### config.mk
export PLATFORM = sky130hd
export DESIGN_NAME = filtered_edge_pulse_counter_top
export DESIGN_NICKNAME = d
export VERILOG_FILES = /design/src/hw/rtl/fepc_pkg.sv /design/src/hw/rtl/fepc_front.sv /design/src/hw/rtl/fepc_queue.sv /design/src/hw/rtl/fepc_back.sv /design/src/hw/rtl/filtered_edge_pulse_counter_top.sv
export SDC_FILE = /design/constraint.sdc
export NUM_CORES = 2
export LEC_CHECK = 0
export ABC_AREA = 1
export BUFFER_PORTS_ARGS = -buffer_cell sky130_fd_sc_hd__buf_2
export CAP_MARGIN = 5
export CORE_UTILIZATION = 45
export DETAILED_ROUTE_END_ITERATION = 8
export GPL_ROUTABILITY_DRIVEN = 0
export PLACE_DENSITY = 0.63
export SYNTH_ARGS = -nofsm -noshare
export SYNTH_HDL_FRONTEND = slang
export SYNTH_HIERARCHICAL = 1
export SYNTH_SLANG_ARGS = --single-unit
### constraint.sdc
create_clock -name clk_i -period 13 [get_ports clk_i]
set_clock_uncertainty 0.15 [all_clocks]
set_input_delay 3.9 -clock clk_i [delete_from_list [all_inputs] [get_ports clk_i]]
set_output_delay 3.9 -clock clk_i [all_outputs]
set_load 0.02 [all_outputs]
### src/hw/rtl/fepc_pkg.sv
// Shared types and constants for the filtered edge pulse counter.
`timescale 1ns / 1ps
package fepc_pkg;

  localparam int COUNT_WIDTH    = 32;
  localparam int TIME_WIDTH     = 32;
  localparam int CFG_WIDTH      = 32;
  localparam int CFG_IDX_WIDTH  = 3;
  localparam int RATE_WIDTH     = 48;
  localparam int RATE_NUM_WIDTH = 24;
  localparam int NUM_WIDTH      = COUNT_WIDTH + RATE_NUM_WIDTH;
  localparam int IN_DATA_WIDTH  = 40;
  localparam int OUT_DATA_WIDTH = 112;

  // 60000 pulses/min scale times 256 for the q8 fraction
  localparam logic [RATE_NUM_WIDTH-1:0] RATE_NUM = RATE_NUM_WIDTH'(15360000);

  localparam logic OP_EDGE = 1'b0;
  localparam logic OP_READ = 1'b1;

  localparam logic [1:0] MODE_NONE = 2'd0;
  localparam logic [1:0] MODE_INC  = 2'd1;
  localparam logic [1:0] MODE_DEC  = 2'd2;

  typedef enum logic [CFG_IDX_WIDTH-1:0] {
    CFG_RISING_MODE  = 3'd0,
    CFG_FALLING_MODE = 3'd1,
    CFG_MIN_GAP_US   = 3'd2,
    CFG_INTERVAL_MS  = 3'd3,
    CFG_TOTAL_ENABLE = 3'd4
  } cfg_idx_e;

  typedef struct packed {
    logic [1:0]           rising_mode;
    logic [1:0]           falling_mode;
    logic [CFG_WIDTH-1:0] min_gap_us;
    logic [CFG_WIDTH-1:0] interval_ms;
    logic                 total_enable;
  } cfg_t;

  // One read job handed from the front to the rate unit
  typedef struct packed {
    logic [COUNT_WIDTH-1:0] delta;
    logic [COUNT_WIDTH-1:0] total;
  } job_t;

  typedef struct packed {
    logic full;
    logic empty;
  } queue_status_t;

endpackage

### src/hw/rtl/fepc_front.sv
// Front end: accepts items, filters edges, keeps counters, issues read jobs.
`timescale 1ns / 1ps
module fepc_front
  import fepc_pkg::*;
(
  input  logic                  clk_i,
  input  logic                  rst_ni,
  input  cfg_t                  cfg_i,
  input  logic                  in_valid_i,
  output logic                  in_ready_o,
  input  logic                  opcode_i,
  input  logic                  pin_level_i,
  input  logic [TIME_WIDTH-1:0] time_us_i,
  input  queue_status_t         queue_status_i,
  output logic                  push_o,
  output job_t                  job_o
);

  logic [TIME_WIDTH-1:0]  last_edge_q, last_edge_d;
  logic [COUNT_WIDTH-1:0] pulse_count_q, pulse_count_d;
  logic [COUNT_WIDTH-1:0] count_at_read_q, count_at_read_d;
  logic [COUNT_WIDTH-1:0] total_q, total_d;
  logic [TIME_WIDTH-1:0]  gap;
  logic                   discard;
  logic [1:0]             mode;
  logic                   accept;
  logic [COUNT_WIDTH-1:0] delta;

  assign in_ready_o = !queue_status_i.full;
  assign accept     = in_valid_i && in_ready_o;

  always_comb begin
    gap     = time_us_i - last_edge_q;
    discard = CFG_WIDTH'(gap) < cfg_i.min_gap_us;
    mode    = pin_level_i ? cfg_i.rising_mode : cfg_i.falling_mode;
    delta   = pulse_count_q - count_at_read_q;

    last_edge_d     = last_edge_q;
    pulse_count_d   = pulse_count_q;
    count_at_read_d = count_at_read_q;
    total_d         = total_q;

    if (accept) begin
      if (opcode_i == OP_EDGE) begin
        // the stored edge time moves even for a filtered edge
        last_edge_d = time_us_i;
        if (!discard) begin
          case (mode)
            MODE_INC: pulse_count_d = pulse_count_q + COUNT_WIDTH'(1);
            MODE_DEC: pulse_count_d = pulse_count_q - COUNT_WIDTH'(1);
            default:  pulse_count_d = pulse_count_q;
          endcase
        end
      end else begin
        count_at_read_d = pulse_count_q;
        if (cfg_i.total_enable) begin
          total_d = total_q + delta;
        end
      end
    end
  end

  assign push_o      = accept && (opcode_i == OP_READ);
  assign job_o.delta = delta;
  assign job_o.total = total_d;

  always_ff @(posedge clk_i or negedge rst_ni) begin
    if (!rst_ni) begin
      last_edge_q     <= '0;
      pulse_count_q   <= '0;
      count_at_read_q <= '0;
      total_q         <= '0;
    end else begin
      last_edge_q     <= last_edge_d;
      pulse_count_q   <= pulse_count_d;
      count_at_read_q <= count_at_read_d;
      total_q         <= total_d;
    end
  end

endmodule

### src/hw/rtl/fepc_queue.sv
// Two-entry job queue between the front end and the rate unit.
`timescale 1ns / 1ps
module fepc_queue
  import fepc_pkg::*;
(
  input  logic          clk_i,
  input  logic          rst_ni,
  input  logic          push_i,
  input  job_t          push_data_i,
  input  logic          pop_i,
  output job_t          pop_data_o,
  output queue_status_t status_o
);

  job_t       mem_q [2];
  logic       wr_ptr_q, wr_ptr_d;
  logic       rd_ptr_q, rd_ptr_d;
  logic [1:0] fill_q, fill_d;
  logic       do_push;
  logic       do_pop;

  assign status_o.full  = (fill_q == 2'd2);
  assign status_o.empty = (fill_q == 2'd0);
  assign do_push        = push_i && !status_o.full;
  assign do_pop         = pop_i && !status_o.empty;
  assign pop_data_o     = mem_q[rd_ptr_q];

  always_comb begin
    wr_ptr_d = do_push ? !wr_ptr_q : wr_ptr_q;
    rd_ptr_d = do_pop ? !rd_ptr_q : rd_ptr_q;
    fill_d   = fill_q + 2'(do_push) - 2'(do_pop);
  end

  always_ff @(posedge clk_i) begin
    if (do_push) begin
      mem_q[wr_ptr_q] <= push_data_i;
    end
  end

  always_ff @(posedge clk_i or negedge rst_ni) begin
    if (!rst_ni) begin
      wr_ptr_q <= 1'b0;
      rd_ptr_q <= 1'b0;
      fill_q   <= 2'd0;
    end else begin
      wr_ptr_q <= wr_ptr_d;
      rd_ptr_q <= rd_ptr_d;
      fill_q   <= fill_d;
    end
  end

endmodule

### src/hw/rtl/fepc_back.sv
// Back end: scales delta to a q8 rate with a bit-serial divider, drives results.
`timescale 1ns / 1ps
module fepc_back
  import fepc_pkg::*;
(
  input  logic                      clk_i,
  input  logic                      rst_ni,
  input  logic [CFG_WIDTH-1:0]      interval_ms_i,
  input  queue_status_t             queue_status_i,
  input  job_t                      job_i,
  output logic                      pop_o,
  output logic                      out_valid_o,
  input  logic                      out_ready_i,
  output logic [31:0]               delta_count_o,
  output logic [RATE_WIDTH-1:0]     rate_q8_o,
  output logic [31:0]               running_total_o
);

  localparam int CNT_WIDTH = $clog2(NUM_WIDTH);
  localparam logic [63:0] MAG_MIN = 64'd1 << (RATE_WIDTH - 1);
  localparam logic [63:0] MAG_MAX = MAG_MIN - 64'd1;

  typedef enum logic [1:0] {
    ST_IDLE,
    ST_MUL,
    ST_DIV,
    ST_DONE
  } state_e;

  state_e                 state_q;
  logic [COUNT_WIDTH-1:0] delta_q;
  logic [COUNT_WIDTH-1:0] total_q;
  logic                   neg_q;
  logic [COUNT_WIDTH-1:0] mag_q;
  logic [NUM_WIDTH-1:0]   num_q;
  logic [CFG_WIDTH-1:0]   rem_q;
  logic [CNT_WIDTH-1:0]   cnt_q;
  logic                   out_valid_q;
  logic [31:0]            delta_out_q;
  logic [RATE_WIDTH-1:0]  rate_out_q;
  logic [31:0]            total_out_q;

  logic [CFG_WIDTH:0]     trial;
  logic                   ge;
  logic [CFG_WIDTH-1:0]   rem_next;
  logic [63:0]            quot;
  logic [63:0]            quot_sat;
  logic [RATE_WIDTH-1:0]  rate;
  logic                   job_neg;
  logic [COUNT_WIDTH-1:0] job_mag;
  logic                   load_out;

  always_comb begin
    // restoring divide step, one quotient bit per cycle
    trial    = {rem_q, num_q[NUM_WIDTH-1]};
    ge       = trial >= {1'b0, interval_ms_i};
    rem_next = ge ? CFG_WIDTH'(trial - {1'b0, interval_ms_i}) : trial[CFG_WIDTH-1:0];

    // zero interval leaves an all-ones quotient, which saturates below
    quot = (mag_q == '0) ? 64'd0 : 64'(num_q);
    if (neg_q) begin
      quot_sat = (quot > MAG_MIN) ? MAG_MIN : quot;
      rate     = RATE_WIDTH'(-quot_sat);
    end else begin
      quot_sat = (quot > MAG_MAX) ? MAG_MAX : quot;
      rate     = quot_sat[RATE_WIDTH-1:0];
    end

    job_neg = job_i.delta[COUNT_WIDTH-1];
    job_mag = job_neg ? -job_i.delta : job_i.delta;
  end

  assign pop_o    = (state_q == ST_IDLE) && !queue_status_i.empty;
  assign load_out = (state_q == ST_DONE) && (!out_valid_q || out_ready_i);

  always_ff @(posedge clk_i or negedge rst_ni) begin
    if (!rst_ni) begin
      state_q     <= ST_IDLE;
      out_valid_q <= 1'b0;
      cnt_q       <= '0;
      delta_q     <= '0;
      total_q     <= '0;
      neg_q       <= 1'b0;
      mag_q       <= '0;
      num_q       <= '0;
      rem_q       <= '0;
      delta_out_q <= '0;
      rate_out_q  <= '0;
      total_out_q <= '0;
    end else begin
      if (out_ready_i && !load_out) begin
        out_valid_q <= 1'b0;
      end
      case (state_q)
        ST_IDLE: begin
          if (!queue_status_i.empty) begin
            delta_q <= job_i.delta;
            total_q <= job_i.total;
            neg_q   <= job_neg;
            mag_q   <= job_mag;
            state_q <= ST_MUL;
          end
        end
        ST_MUL: begin
          num_q   <= NUM_WIDTH'(mag_q) * NUM_WIDTH'(RATE_NUM);
          rem_q   <= '0;
          cnt_q   <= '0;
          state_q <= ST_DIV;
        end
        ST_DIV: begin
          rem_q <= rem_next;
          num_q <= {num_q[NUM_WIDTH-2:0], ge};
          cnt_q <= cnt_q + CNT_WIDTH'(1);
          if (cnt_q == CNT_WIDTH'(NUM_WIDTH - 1)) begin
            state_q <= ST_DONE;
          end
        end
        ST_DONE: begin
          if (load_out) begin
            out_valid_q <= 1'b1;
            delta_out_q <= 32'($signed(delta_q));
            rate_out_q  <= rate;
            total_out_q <= 32'($signed(total_q));
            state_q     <= ST_IDLE;
          end
        end
        default: state_q <= ST_IDLE;
      endcase
    end
  end

  assign out_valid_o     = out_valid_q;
  assign delta_count_o   = delta_out_q;
  assign rate_q8_o       = rate_out_q;
  assign running_total_o = total_out_q;

endmodule

### src/hw/rtl/filtered_edge_pulse_counter_top.sv
// Top level of the filtered edge pulse counter: config registers and stream ports.
// Flow: an edge item is absorbed in the cycle it is accepted and gives no result;
//   a read item passes the job queue and the rate unit's load, multiply, divide, done steps.
// Throughput: one edge item per cycle; the bit-serial rate divider takes the next read
//   only once the last is done; a 2-entry queue absorbs reads, all input stalls when full.
// Reset: counters, edge time and total clear to zero, config takes its default values.
`timescale 1ns / 1ps
module filtered_edge_pulse_counter_top
  import fepc_pkg::*;
(
  input  logic                      clk_i,
  input  logic                      rst_ni,
  // config write port
  input  logic                      cfg_we_i,
  input  logic [CFG_IDX_WIDTH-1:0]  cfg_idx_i,
  input  logic [CFG_WIDTH-1:0]      cfg_wdata_i,
  // input stream
  input  logic                      s_axis_tvalid,
  output logic                      s_axis_tready,
  input  logic [IN_DATA_WIDTH-1:0]  s_axis_tdata,  // [0] pin_level, [32:1] time_us, rest 0
  input  logic                      s_axis_tuser,  // [0] opcode (0 edge, 1 read)
  // result stream
  output logic                      m_axis_tvalid,
  input  logic                      m_axis_tready,
  output logic [OUT_DATA_WIDTH-1:0] m_axis_tdata   // [31:0] delta_count,
                                                   // [79:32] rate_q8,
                                                   // [111:80] running_total
);

  cfg_t          cfg_q;
  queue_status_t queue_status;
  logic          push;
  job_t          push_job;
  logic          pop;
  job_t          pop_job;
  logic [31:0]           delta_count;
  logic [RATE_WIDTH-1:0] rate_q8;
  logic [31:0]           running_total;

  // Config registers; software writes them only while the block is idle (not enforced here).
  always_ff @(posedge clk_i or negedge rst_ni) begin
    if (!rst_ni) begin
      cfg_q.rising_mode  <= MODE_INC;
      cfg_q.falling_mode <= MODE_NONE;
      cfg_q.min_gap_us   <= CFG_WIDTH'(13);
      cfg_q.interval_ms  <= CFG_WIDTH'(60000);
      cfg_q.total_enable <= 1'b0;
    end else if (cfg_we_i) begin
      case (cfg_idx_e'(cfg_idx_i))
        CFG_RISING_MODE:  cfg_q.rising_mode  <= cfg_wdata_i[1:0];
        CFG_FALLING_MODE: cfg_q.falling_mode <= cfg_wdata_i[1:0];
        CFG_MIN_GAP_US:   cfg_q.min_gap_us   <= cfg_wdata_i;
        CFG_INTERVAL_MS:  cfg_q.interval_ms  <= cfg_wdata_i;
        CFG_TOTAL_ENABLE: cfg_q.total_enable <= cfg_wdata_i[0];
        default: ;
      endcase
    end
  end

  // Front: edge filtering and counting happen here, in the cycle an item is accepted.
  fepc_front u_front (
    .clk_i          (clk_i),
    .rst_ni         (rst_ni),
    .cfg_i          (cfg_q),
    .in_valid_i     (s_axis_tvalid),
    .in_ready_o     (s_axis_tready),
    .opcode_i       (s_axis_tuser),
    .pin_level_i    (s_axis_tdata[0]),
    .time_us_i      (s_axis_tdata[TIME_WIDTH:1]),
    .queue_status_i (queue_status),
    .push_o         (push),
    .job_o          (push_job)
  );

  // Read jobs wait here while the rate unit is busy.
  fepc_queue u_queue (
    .clk_i       (clk_i),
    .rst_ni      (rst_ni),
    .push_i      (push),
    .push_data_i (push_job),
    .pop_i       (pop),
    .pop_data_o  (pop_job),
    .status_o    (queue_status)
  );

  // Back: rate scaling and the result register.
  fepc_back u_back (
    .clk_i           (clk_i),
    .rst_ni          (rst_ni),
    .interval_ms_i   (cfg_q.interval_ms),
    .queue_status_i  (queue_status),
    .job_i           (pop_job),
    .pop_o           (pop),
    .out_valid_o     (m_axis_tvalid),
    .out_ready_i     (m_axis_tready),
    .delta_count_o   (delta_count),
    .rate_q8_o       (rate_q8),
    .running_total_o (running_total)
  );

  assign m_axis_tdata = {running_total, rate_q8, delta_count};

endmodule
=== After elaboration in Yosys (flattened, before gate mapping) ===
Memories as Yosys holds them, arrays and structs flattened.
Index checks and enable logic that the tools add are counted.

* Add/subtract/negate cells: 11
* Multiply operators: 1
* Magnitude comparators: 4
* Eq/ne operators: 14
* Muxes and demuxes: 23
* Bitwise gates (word level): 3
* Reductions and logical operators: 31

{| class="wikitable"
|+ Operators with widths
! operator !! count
|-
| 32-bit 2-to-1 mux || 5
|-
| 48-bit 2-to-1 mux || 3
|-
| 32-bit one-hot mux with 2 select lines || 2
|-
| 56-bit one-hot mux with 2 select lines || 1
|-
| 32-bit subtractor || 3
|-
| 56-bit by 47-bit > comparator with 1-bit output (second input constant) || 1
|-
| 56-bit by 48-bit > comparator with 1-bit output (second input constant) || 1
|-
| 56-bit 2-to-1 mux || 1
|-
| 48-bit negator || 1
|-
| 32-bit by 11-bit multiplier with 43-bit output (second input constant) || 1
|-
| 33-bit by 32-bit >= comparator with 1-bit output || 1
|-
| 32-bit by 1-bit adder with 32-bit output (second input constant) || 1
|-
| 32-bit adder || 1
|-
| 32-bit logical NOT || 1
|-
| 32-bit less-than comparator || 1
|-
| 32-bit negator || 1
|-
| 32-bit by 1-bit subtractor with 32-bit output (second input constant) || 1
|-
| 2-bit AND reduction || 9
|-
| 6-bit one-hot mux with 2 select lines || 1
|-
| 2-bit == test (second input constant) || 4
|-
| 2-bit 2-to-1 mux || 4
|-
| 2-bit one-hot mux with 4 select lines || 1
|-
| 1-bit logical AND || 7
|-
| 6-bit by 1-bit adder with 6-bit output (second input constant) || 1
|-
| other kinds (18) || 34
|}

* Bits in registers: 507
* Bits in writable memories: 128
* Input bits: 81
* Output and inout bits: 114
* Logic and storage cells: 112
* Memories kept: 1

{| class="wikitable"
|+ Memory list
! memory !! words !! bits a word !! rd ports !! clocked after Yosys merged registers in !! wr ports !! RTL line !! text
|-
| u_queue.mem_q || 2 || 64 || 1 || 0 || 1 || fepc_queue.sv:15 || <nowiki>job_t mem_q [2];</nowiki>
|}

=== Depth between registers and ports, before layout ===
* Word-level depth: 8
* Depth in mapped cells: 31
* Mapped depth without buffers: 31

=== Modules after synthesis ===
The synthesis kept the hierarchy.

{| class="wikitable"
|+ By module, submodules not included
! module !! times used !! cells an instance !! area an instance (µm²) !! sequential area each (µm²)
|-
| fepc_back || 1 || 3,101 || 24,452.2 || 7,607.3
|-
| fepc_front || 1 || 1,979 || 13,355.3 || 3,203.1
|-
| fepc_queue || 1 || 368 || 4,888.4 || 3,943.8
|-
| filtered_edge_pulse_counter_top || 1 || 311 || 2,757.6 || 1,740.4
|}

=== Worst setup path before layout ===
Ideal clock, no wire load.

* Path type: in2reg
* Start: in s_axis_tvalid
* End: mem u_queue/mem_q[1][0] (netlist name), enable pin
* Library setup time: 0.486 ns
* Arrival time: 7.226 ns
* Required time: 12.364 ns
* Setup slack: 5.138 ns
* Stages on the path: 5
* Path buffers: 1
* Path through: nand2_1 -> nor2_4 -> clkbuf_1 -> nand2_1 -> nor2_1

* Word-level cells in the longest chain between the ends: 5

{| class="wikitable"
|+ RTL lines
! what !! RTL line !! text
|-
| start: declaration || filtered_edge_pulse_counter_top.sv:18 || <nowiki>input logic s_axis_tvalid,</nowiki>
|-
| 1-bit logical AND || fepc_front.sv:30 || <nowiki>assign accept = in_valid_i && in_ready_o;</nowiki>
|-
| 1-bit logical AND || fepc_front.sv:63 || <nowiki>assign push_o = accept && (opcode_i == OP_READ);</nowiki>
|-
| net push || filtered_edge_pulse_counter_top.sv:32 || <nowiki>logic push;</nowiki>
|-
| 1-bit logical AND || fepc_queue.sv:24 || <nowiki>assign do_push = push_i && !status_o.full;</nowiki>
|-
| 1-bit 2-to-1 mux || fepc_queue.sv:35 || <nowiki>if (do_push) begin</nowiki>
|-
| 1-bit 2-to-1 mux (not written as such) || fepc_queue.sv:36 || <nowiki>mem_q[wr_ptr_q] <= push_data_i;</nowiki>
|-
| end: declaration || fepc_queue.sv:15 ||
|}

The timed path passes the listed nets, and every way through them passes these cells.

=== Worst setup path in the final report ===
* Start: in s_axis_tdata[1]
* End: reg u_front.pulse_count_q[5]

* Word-level cells in the longest chain between the ends: 4

{| class="wikitable"
|+ RTL lines
! what !! RTL line !! text
|-
| start: declaration || filtered_edge_pulse_counter_top.sv:20 || <nowiki>input logic [IN_DATA_WIDTH-1:0] s_axis_tdata,</nowiki>
|-
| 32-bit subtractor || fepc_front.sv:33 || <nowiki>gap = time_us_i - last_edge_q;</nowiki>
|-
| 32-bit less-than comparator || fepc_front.sv:34 || <nowiki>discard = CFG_WIDTH'(gap) < cfg_i.min_gap_us;</nowiki>
|-
| 1-bit inverter (no line) || n/a ||
|-
| 4-bit AND reduction (no line) || n/a ||
|-
| end signal: assignment || fepc_front.sv:75 || <nowiki>pulse_count_q <= pulse_count_d;</nowiki>
|-
| end: declaration || fepc_front.sv:20 || <nowiki>logic [COUNT_WIDTH-1:0] pulse_count_q, pulse_count_d;</nowiki>
|}

No other way between the ends.
A chain may end at the register's enable or synchronous reset.

==> metrics.md <==
| Metric | Value |
|---|---|
| Slew HR | 27.7% |
| Register area share after synthesis | 36.3% |
| Total die area | a little over 100000 sq um |
| Clock latency on the worst-skew pair | about 0.66 ns |
| Cell Rows | 116 |
| Area Overhead vs Synth | 10.1% |
| CP required | 13.42 ns |
| Drt pass-1 iters | 6 |
| Max incr delay on CP | ~0.61 ns |
| Hpwl dp | about 92000 um |
| TritonCTS clock tree | yes |
| Synth warn | 6 |
| Layout cells sized above 1 | 8.88% |
| Syn Std Cell Area | 45500 sq um |
| Die height | 320 um |
| Hold-fix buffers, CTS | 0 |
| Main combinational cell family by area after synthesis | simple AND/OR/NAND/NOR gates |
| Total CTS buffers | 75 |
| Remaining DRCs | 0 |
| Unique cell type count in the Yosys netlist | 79 |
| Final core utilization | 50.0% |
| Finished Cell Area | about 50000 sq um |
| Power, Total | 11100 uW |
| Starting DRT DRC Count | between 2000 and 3000 |
| Slew Limit Fails | 0 |
| Post-synth ARST share | approximately 80% |
| Slew @ Worst Pin | 1.08 ns |
| # diodes | 0 |
| Post-CTS Resized | 0 |
| Post-synthesis adder-cell area fraction | between 10% and 20% |
| Compound-Gate Fraction of Synth Area | 14.4% |
| CP top delay family | simple AND/OR/NAND/NOR gates |
| GRT Resource Usage Total | about a quarter |
| RSZ-0062 raised after global routing | false |
| Grt ovf | 0 |
| Starting Density | a little under half |
| CP max-delay cell | nand2_4 |
| CP max FO | 57 |
| Total placed instance area | 47400 sq um |
| Remaining antenna violation count | 0 |
| Largest net degree at the start of global routing | 140 |
| Post-Synthesis Net Count | around 6300 |
| Final hold violations | 0 |
| Crit. End Element | flop |
| #FFs+latches synth | 633 |
| Setup Viol. Count Final | 0 |
| Final Net Count | roughly 6400 |
| Count of buffer and inverter cells on the critical path | 3 |
| Mux cell area share after synthesis | 0.209% |
| I/O pins | 195 |
| Syn Inst Count | 5759 |
| Post CTS Setup Buffer Count | 0 |
| Fmax | 142 MHz |
| H-tree depth | 3 |
| First-pass GRT wire length | 198000 um |
| Max clock buf depth | 3 |
| Number of global-route vias before repair | about 38000 |
| DIE WIDTH | between 300 and 400 um |
| CP dominant cell by count | nand2_1 |
| Hold Path Class | flop to flop |
| Top_reg_cell synth | dfrtp_1 |
| MaxCap Viol Count | 0 |
| Arr. time, crit path | about 7.5 ns |
| Outcome | completed |
| Port Buf Inserts | between 150 and 200 |
| PwrDens | 221 nW/um^2 |
| Core area | 100000 sq um |
| Synth Area in XOR/XNOR | 3.04% |
| Total detailed-routing wirelength | 120000 um |
| EDFF count, synth | 128 |
| Minimum clock period after layout | 7.05 ns |
| Clock sink count | between 600 and 700 |
| Detailed-route wire length per cell | 16.6 um |
| Peak supply drop | 0.000174 V |
| Synth Area in Simple Gates | 21.7% |
| Antenna violations before repair | 4 |
| Fin crit share | 54.3% |
| Avg Cell Area, Syn | 7.89 sq um |
| DR vias/cell | 5.26 |
| Worst-path clk slew | 0.06 ns |
| Root cell of the clock tree | clkbuf_16 |
| LEAKAGE | 0.0257 uW |
| Setup TNS | 0 ns |
| Crit Path Class | primary input to flop |
| Crit start category | primary input |
| DR vias | 38100 |
tightest hold or removal path: stages (launching register included):
cell	delay, ns
dfstp_2	0.37
nand2_1	0.05
nand2_1	0.05
metrics by stage:
step	instances	hold slack [ns]	setup WS, ns
finish	7253	0.315	5.95
global route	7253	0.325	5.59
CTS	7253	0.316	6.00
detailed placement	7113	0.306	5.29
global placement	7113	0.302	5.33
floorplan	5759	0.286	5.14
registers in the layout, indices dropped and copies added, names as in the netlist:
signal,flops
u_back/cnt_q,6
u_back/out_valid_o,1
u_back/state_q,2
u_back/rate_q8_o,48
u_back/num_q,56
u_queue/rd_ptr_q,1
u_queue/fill_q,2
u_queue/wr_ptr_q,1
u_back/running_total_o,32
u_back/mag_q,31
u_front/total_q,32
u_queue/mem_q,128
u_back/delta_q,32
u_back/delta_count_o,32
u_front/count_at_read_q,32
cfg_q,69
u_back/total_q,32
u_back/rem_q,32
u_front/last_edge_q,32
u_front/pulse_count_q,32
cells in the final DEF, fill, tap and decap left out, drive strengths merged, types with 8 or more instances in the layout:
cell type and instances:
a21boi 10, a21o 22, a21oi 384, a31oi 28, buf 214, bufinv 10, clkbuf 102, clkinv 26
dfrtp 494, dfstp 11, edfxtp 128, fa 146, ha 322, inv 863, nand2 1537, nand3 246
nand3b 14, nand4 39, nor2 449, nor3 55, nor4 12, o211ai 18, o21a 16, o21ai 460
o21bai 28, o221ai 54, o22ai 16, o31ai 8, o41ai 33, or2 8, xnor2 61, xor2 97
area by class of cell:
cell class                      instances  area [sq um]
Sequential cell                       633         16500
Multi-Input combinational cell       4106         24900
Tap cell                             1298          1620
Clock inverter                         38           573
Clock buffer                          102          2100
Timing Repair Buffer                  214          1160
Fill cell                            9798         50100
Inverter                              862          3240
logic make-up (layout without fill, tap and decap cells):
group,Yosys count,after routing
adders and majority gates,468,468
buffers and inverters,1020,1216
xor gates and xnor gates,158,158
and+or+nand+nor,2368,2368
muxes,9,9
AOI/OAI and AO/OA,1103,1103
DFF,633,633
synthesized netlist by cell type (all sizes together), types with 54 or more instances:
| cell type | n | area share [%] |
|---|---|---|
| fa | 146 | 6.4 |
| nor3 | 55 | 0.73 |
| nor2 | 449 | 4.0 |
| o21ai | 460 | 5.3 |
| dfrtp | 494 | 27 |
| o221ai | 54 | 1.0 |
| ha | 322 | 8.9 |
| xnor2 | 61 | 1.2 |
| edfxtp | 128 | 8.5 |
| nand3 | 246 | 2.8 |
| buf | 71 | 1.2 |
| inv | 859 | 7.1 |
| xor2 | 97 | 1.9 |
| clkbuf | 87 | 0.72 |
| a21oi | 384 | 4.3 |
| nand2 | 1537 | 13 |
path summary, 6_finish.rpt:
check	from	end	slack [ns]	cells after the start
hold reg to reg	cfg_q[67]$_DFFE_PN1P_	cfg_q[67]$_DFFE_PN1P_	0.31	2
min in group asynchronous	rst_ni	cfg_q[3]$_DFFE_PN0P_	3.15	1
setup reg to reg	u_back/mag_q[9]$_DFFE_PN0P_	u_back/num_q[49]$_DFFE_PN0P_	6.90	23
hold / removal	cfg_q[67]$_DFFE_PN1P_	cfg_q[67]$_DFFE_PN1P_	0.31	2
max in group asynchronous	rst_ni	u_back/running_total_o[29]$_DFFE_PN0P_	8.02	2
setup / recovery	s_axis_tdata[1]	u_front/pulse_count_q[5]$_DFFE_PN0P_	5.95	26
where the power goes:
part | switching [uW] | internal (uW) | total (uW)
Clock | 901 | 1350 | 2250
Combinational | 3930 | 2000 | 5930
Sequential | 255 | 2640 | 2900
per-layer routing:
layer / GRT usage (%) / share of wire [%]
met4: 9.42 / 4.0
met3: 2.68 / 4.0
met2: 40.0 / 47
met1: 31.6 / 45
met5: 0 / 0
No activity file was read; power rests on OpenSTA's default activity.
